[src/design/kabf_pkg.sv]
// Package with shared types and constants of the angle/bias filter.
`timescale 1ns / 1ps
package kabf_pkg;

    localparam int WORD_BITS_DEF = 32;
    localparam int FRAC_BITS_DEF = 24;
    localparam int CFG_BITS      = 24;
    localparam int CFG_IDX_BITS  = 2;

    localparam logic [CFG_IDX_BITS-1:0] REG_ANGLE_NOISE   = 2'd0;
    localparam logic [CFG_IDX_BITS-1:0] REG_BIAS_NOISE    = 2'd1;
    localparam logic [CFG_IDX_BITS-1:0] REG_MEASURE_NOISE = 2'd2;

    localparam logic [CFG_BITS-1:0] ANGLE_NOISE_RST   = 24'd16777;
    localparam logic [CFG_BITS-1:0] BIAS_NOISE_RST    = 24'd50332;
    localparam logic [CFG_BITS-1:0] MEASURE_NOISE_RST = 24'd503316;

    localparam logic CMD_STEP = 1'b0;
    localparam logic CMD_SEED = 1'b1;

    typedef struct packed {
        logic               command;
        logic signed [31:0] measured_angle;
        logic signed [31:0] gyro_rate;
        logic [23:0]        time_step;
    } kabf_in_t;

    typedef struct packed {
        logic signed [31:0] angle_estimate;
        logic signed [31:0] bias_estimate;
    } kabf_out_t;

    // Datapath operations issued by the controller.
    typedef enum logic [2:0] {
        OP_NONE,
        OP_MUL,
        OP_ADD,
        OP_SUB,
        OP_DIV,
        OP_LOAD
    } kabf_op_t;

    // Register file addresses of the datapath.
    typedef enum logic [3:0] {
        R_ANG, R_BIAS, R_PAA, R_PAB, R_PBA, R_PBB,
        R_MEAS, R_GYRO, R_DT, R_QA, R_QB, R_RM,
        R_T0, R_T1, R_T2, R_T3
    } kabf_reg_t;

    typedef struct packed {
        kabf_op_t  op;
        kabf_reg_t src_a;
        kabf_reg_t src_b;
        kabf_reg_t dst;
    } kabf_cmd_t;

    typedef struct packed {
        logic busy;
    } kabf_stat_t;

endpackage

[src/design/kabf_ctrl.sv]
// Sequencer that walks the predict and update program over the datapath.
`timescale 1ns / 1ps
module kabf_ctrl
    import kabf_pkg::*;
(
    input  logic       clk,
    input  logic       rst_n,
    input  logic       in_valid,
    input  logic       in_cmd,
    output logic       in_ready,
    output logic       load_in,
    output logic       cmd_valid,
    output kabf_cmd_t  cmd,
    input  kabf_stat_t stat,
    input  logic       out_hold,
    output logic       done
);

    localparam int PROG_LEN = 28;
    localparam int PC_W = $clog2(PROG_LEN + 1);

    typedef enum logic [1:0] { S_IDLE, S_RUN, S_WAIT, S_SEED } state_t;

    state_t          state_reg;
    logic [PC_W-1:0] pc_reg;

    function automatic kabf_cmd_t prog(input logic [PC_W-1:0] pc);
        kabf_cmd_t c;
        case (pc)
            0:  c = '{OP_SUB, R_GYRO, R_BIAS, R_T0};
            1:  c = '{OP_MUL, R_DT,   R_T0,   R_T0};
            2:  c = '{OP_ADD, R_ANG,  R_T0,   R_ANG};
            3:  c = '{OP_MUL, R_DT,   R_PBB,  R_T1};
            4:  c = '{OP_SUB, R_T1,   R_PAB,  R_T0};
            5:  c = '{OP_SUB, R_T0,   R_PBA,  R_T0};
            6:  c = '{OP_ADD, R_T0,   R_QA,   R_T0};
            7:  c = '{OP_MUL, R_DT,   R_T0,   R_T0};
            8:  c = '{OP_ADD, R_PAA,  R_T0,   R_PAA};
            9:  c = '{OP_SUB, R_PAB,  R_T1,   R_PAB};
            10: c = '{OP_SUB, R_PBA,  R_T1,   R_PBA};
            11: c = '{OP_MUL, R_QB,   R_DT,   R_T0};
            12: c = '{OP_ADD, R_PBB,  R_T0,   R_PBB};
            13: c = '{OP_SUB, R_MEAS, R_ANG,  R_T2};
            14: c = '{OP_ADD, R_PAA,  R_RM,   R_T3};
            15: c = '{OP_DIV, R_PAA,  R_T3,   R_T0};
            16: c = '{OP_DIV, R_PBA,  R_T3,   R_T1};
            17: c = '{OP_MUL, R_T0,   R_T2,   R_T3};
            18: c = '{OP_ADD, R_ANG,  R_T3,   R_ANG};
            19: c = '{OP_MUL, R_T1,   R_T2,   R_T3};
            20: c = '{OP_ADD, R_BIAS, R_T3,   R_BIAS};
            21: c = '{OP_MUL, R_T1,   R_PAB,  R_T3};
            22: c = '{OP_SUB, R_PBB,  R_T3,   R_PBB};
            23: c = '{OP_MUL, R_T0,   R_PAB,  R_T3};
            24: c = '{OP_SUB, R_PAB,  R_T3,   R_PAB};
            25: c = '{OP_MUL, R_T1,   R_PAA,  R_T3};
            26: c = '{OP_SUB, R_PBA,  R_T3,   R_PBA};
            27: c = '{OP_MUL, R_T0,   R_PAA,  R_T3};
            default: c = '{OP_SUB, R_PAA, R_T3, R_PAA};
        endcase
        return c;
    endfunction

    assign in_ready  = (state_reg == S_IDLE);
    assign load_in   = in_ready && in_valid;
    assign cmd_valid = (state_reg == S_RUN) || (state_reg == S_SEED);
    assign cmd       = (state_reg == S_SEED) ? kabf_cmd_t'{OP_LOAD, R_MEAS, R_MEAS, R_ANG}
                                             : prog(pc_reg);

    always_ff @(posedge clk or negedge rst_n)
    begin
        if (!rst_n)
        begin
            state_reg <= S_IDLE;
            pc_reg    <= '0;
            done      <= 1'b0;
        end
        else
        begin
            done <= 1'b0;
            case (state_reg)
                S_IDLE:
                    if (in_valid)
                    begin
                        pc_reg    <= '0;
                        state_reg <= (in_cmd == CMD_SEED) ? S_SEED : S_RUN;
                    end
                S_SEED:
                    if (!out_hold)
                    begin
                        done      <= 1'b1;
                        state_reg <= S_IDLE;
                    end
                S_RUN:
                    state_reg <= S_WAIT;
                S_WAIT:
                    if (!stat.busy)
                    begin
                        if (pc_reg == PC_W'(PROG_LEN))
                        begin
                            if (!out_hold)
                            begin
                                done      <= 1'b1;
                                state_reg <= S_IDLE;
                            end
                        end
                        else
                        begin
                            pc_reg    <= pc_reg + 1'b1;
                            state_reg <= S_RUN;
                        end
                    end
                default: state_reg <= S_IDLE;
            endcase
        end
    end

endmodule

[config.mk]
export PLATFORM = sky130hd
export DESIGN_NAME = kabf_ctrl
export DESIGN_NICKNAME = d
export VERILOG_FILES = /design/src/design/kabf_pkg.sv /design/src/design/kabf_ctrl.sv
export SDC_FILE = /design/constraint.sdc
export NUM_CORES = 1
export LEC_CHECK = 0
export ABC_AREA = 0
export BUFFER_PORTS_ARGS = -buffer_cell sky130_fd_sc_hd__clkbuf_2
export CAP_MARGIN = 20
export CORE_MARGIN = 8
export CORE_UTILIZATION = 55
export DETAILED_ROUTE_END_ITERATION = 7
export PLACE_DENSITY_LB_ADDON = 0.3
export SKIP_LAST_GASP = 1
export SLEW_MARGIN = 20
export SYNTH_ARGS = -nofsm -noshare
export SYNTH_HDL_FRONTEND = slang
export SYNTH_SLANG_ARGS = --single-unit
[constraint.sdc]
create_clock -name clk -period 2.9 [get_ports clk]
set_clock_uncertainty 0.1 [all_clocks]
set_input_delay 0.58 -clock clk [delete_from_list [all_inputs] [get_ports clk]]
set_output_delay 0.58 -clock clk [all_outputs]
set_load 0.02 [all_outputs]
==> metrics <==
CTS tree built; placed cell count 205; Seq/Total Area, Yosys 16.5%; post-CTS setup buffer count 0; Post-Syn Instances 164; fin area 1340 sq um; Final Slew Violations 0; largest family of logic cells by synthesized area compound AO/OA/AOI/OAI gates; H-tree Lvls 1; Cell variety after synth 46; Area Growth Syn to Fin 9.98%; total grt overflow 0; crit path kind flip-flop to output port; number of global-route vias before repair 1221; Sinks on Clock Net 8; Root Driver clkbuf_4; Worst Setup Start Kind flip-flop; setup TNS 0 ns; Initial Utilization 56.6%; mux cell area share after synthesis 6.28%; Synth Area in Compound Gates 34.6%; diode count 0; Tmin final 2.79 ns; CORE AREA 2150 sq um; gp weighted congestion 0.885; pwr/cell area 1040 nW/um^2; Die X 63.0 um; unrepaired setup endpoints after global routing no; flop and latch count out of synthesis 8; CTS hold repair buffers 0; Main synth FF type dfrtp_1; number of buffers created by CTS 3; Max-Cap Viols 0; Finished Core Util 62.3%; Final period util 96.2%; clock-pin slew on the worst setup and hold paths 0.06 ns; post-synthesis adder-cell area fraction 9.26%; count of final setup violators 0; I/O pin count 25; via count 1275; number of synthesized flops with an enable pin 0; largest net degree at the start of global routing 21; placed cell areas 1310 sq um; Detail Placement HPWL 2470 um; Cell Area, Synth 1220 sq um; Design Power 1.38 mW; Pre-Repair DR Iteration Count 4; Worst-Margin Slew 0.639 ns; Mean Syn Cell Area 7.42 sq um; crit-path max cell delay 0.51 ns; Die Ht 63.0 um; Finished Layout Cells 208; Final Hold Viols 0; Syn Nets 179; Leak Pwr 0.608 nW; Hold Crit Class input pin to asynchronous set/reset pin; later-pin clock latency in the skew report 0.26 ns; VDD IR-drop max 0.540 mV; CP arrival 2.11 ns; fill cell count 207; Slew HR 57.2%; first-pass GRT wire length 5620 um; post-synthesis simple-gate area fraction 22.3%; pre-CTS setup slack 0.276 ns; DRT antenna net count 0; die area 3970 sq um; max frequency 358 MHz; Via density 6.13; fraction of registers with async set/reset 100%; hold_ws 0.0641 ns; CP Capture Type output port; initial drt markers 56; Yosys warning total 0; antenna violations before repair 0; Critical Path Slowest Stage Cell mux4_2; status completed; layout cells sized above 1 25.6%; NumNets Final 197; total track usage 16.5%; crit-path max FO 11; drt total wl 3260 um; # rows 17; xor/xnor share of the synthesized area 1.44%; max reg flops 5; Clock Path Buffers 2; Residual DRC 0; port bufs 24; CP Cell Sequence inv_2 > ha_1 > mux4_2 > o211ai_2 > clkbuf_2; WL per Instance 15.7 um; Worst Setup Slack, final 0.109 ns; CP required 2.22 ns
## Yosys cell counts (2+ instances only)
cell type  instances  area share (%)
nor3_1             4             1.6
buf_4              2             1.2
nor2b_1            8             4.1
nand3_1            2            0.82
nand2b_4           2             2.3
nor2_1            17             5.2
o21ai_0           16             6.6
inv_1              4             1.2
buf_6              2             1.9
a31oi_1            2             1.0
o21ai_1            4             1.6
clkbuf_1           2            0.62
a22oi_1            3             1.9
and2_1             2             1.0
mux2_2             3             2.8
ha_1               9             9.3
nand2b_1           3             1.5
a211oi_1           5             3.1
a21oi_1           19             7.8
dfrtp_1            8              16
mux2i_1            2             1.6
o311a_1            2             1.6
nand2_1           10             3.1
inv_2              2            0.62
o31ai_1            2             1.2
buf_2              9             3.7
## power by group
group	internal, mW	switching, mW
combinational	0.392	0.670
sequential	0.145	0.0910
clock	0.0475	0.0393
## timing repair
item,4_1_cts,5_1_grt
pin swaps,0,1
resized for setup,1,0
setup endpoints to repair,1,1
gates cloned,0,0
## critical path, delay by kind of cell, from the launching register on
family                     cells  cell delay [ns]
AOI/OAI and AO/OA              1             0.15
DFF                            1             0.48
buffers and inverters          2             0.33
adders and majority gates      1             0.39
muxes                          1             0.51
## cells in the final DEF (no fill, tap or decap), types with 2 or more instances in the layout
cell      synthesis  layout
and2_1            2       2
o311a_1           2       2
inv_2             2       2
o21ai_1           4       4
nor3_1            4       4
clkbuf_2          1      24
clkbuf_4          0       3
ha_1              9       9
dfrtp_1           8       7
a211oi_1          5       5
o31ai_1           2       2
mux2i_1           2       2
nor2b_1           8       8
nand2b_1          3       3
a21oi_1          19      19
nand2b_4          2       2
a22oi_1           3       3
nor2_1           17      17
mux2_2            3       3
inv_1             4       4
nand3_1           2       2
nand2_1          10      10
buf_4             2       5
a31oi_1           2       2
o21ai_0          16      16
## routing by layer
metal / track usage [%] / part of all wire [%]
met1: 20.1 / 44
met2: 27.1 / 49
met3: 2.87 / 5.9
met4: 7.98 / 0.98
met5: 0 / 0
## kinds of logic after synthesis
group | after synthesis
XOR/XNOR | 2
flip-flops | 8
buffers and inverters | 22
AND/OR/NAND/NOR | 52
multiplexers | 6
AO/OA/AOI/OAI | 65
adder cells (fa/ha/maj) | 9
## worst paths after layout
check	from	endpoint	slack [ns]	depth (start not counted)
max	pc_reg[0]$_DFFE_PN0P_	cmd[6]	0.11	5
min	rst_n	state_reg[0]$_DFFE_PN0P_	0.06	1
max reg2reg	pc_reg[0]$_DFFE_PN0P_	pc_reg[4]$_DFFE_PN0P_	0.86	5
min reg2reg	pc_reg[0]$_DFFE_PN0P_	pc_reg[0]$_DFFE_PN0P_	0.54	1
max in group asynchronous	rst_n	pc_reg[0]$_DFFE_PN0P_	2.43	1
min in group clk	stat	state_reg[1]$_DFFE_PN0P_	0.52	3
## final cells by class
| type | count | area [sq um] | area share [%] |
|---|---|---|---|
| multi-input cells | 134 | 898 | 67.2 |
| flip-flops and latches | 8 | 201 | 15.1 |
| repair buffers | 29 | 158 | 11.8 |
| well taps | 28 | 35.0 | 2.62 |
| clock buffers | 3 | 22.5 | 1.68 |
| inverters | 6 | 22.5 | 1.68 |
No activity file was read; power rests on OpenSTA's default activity.
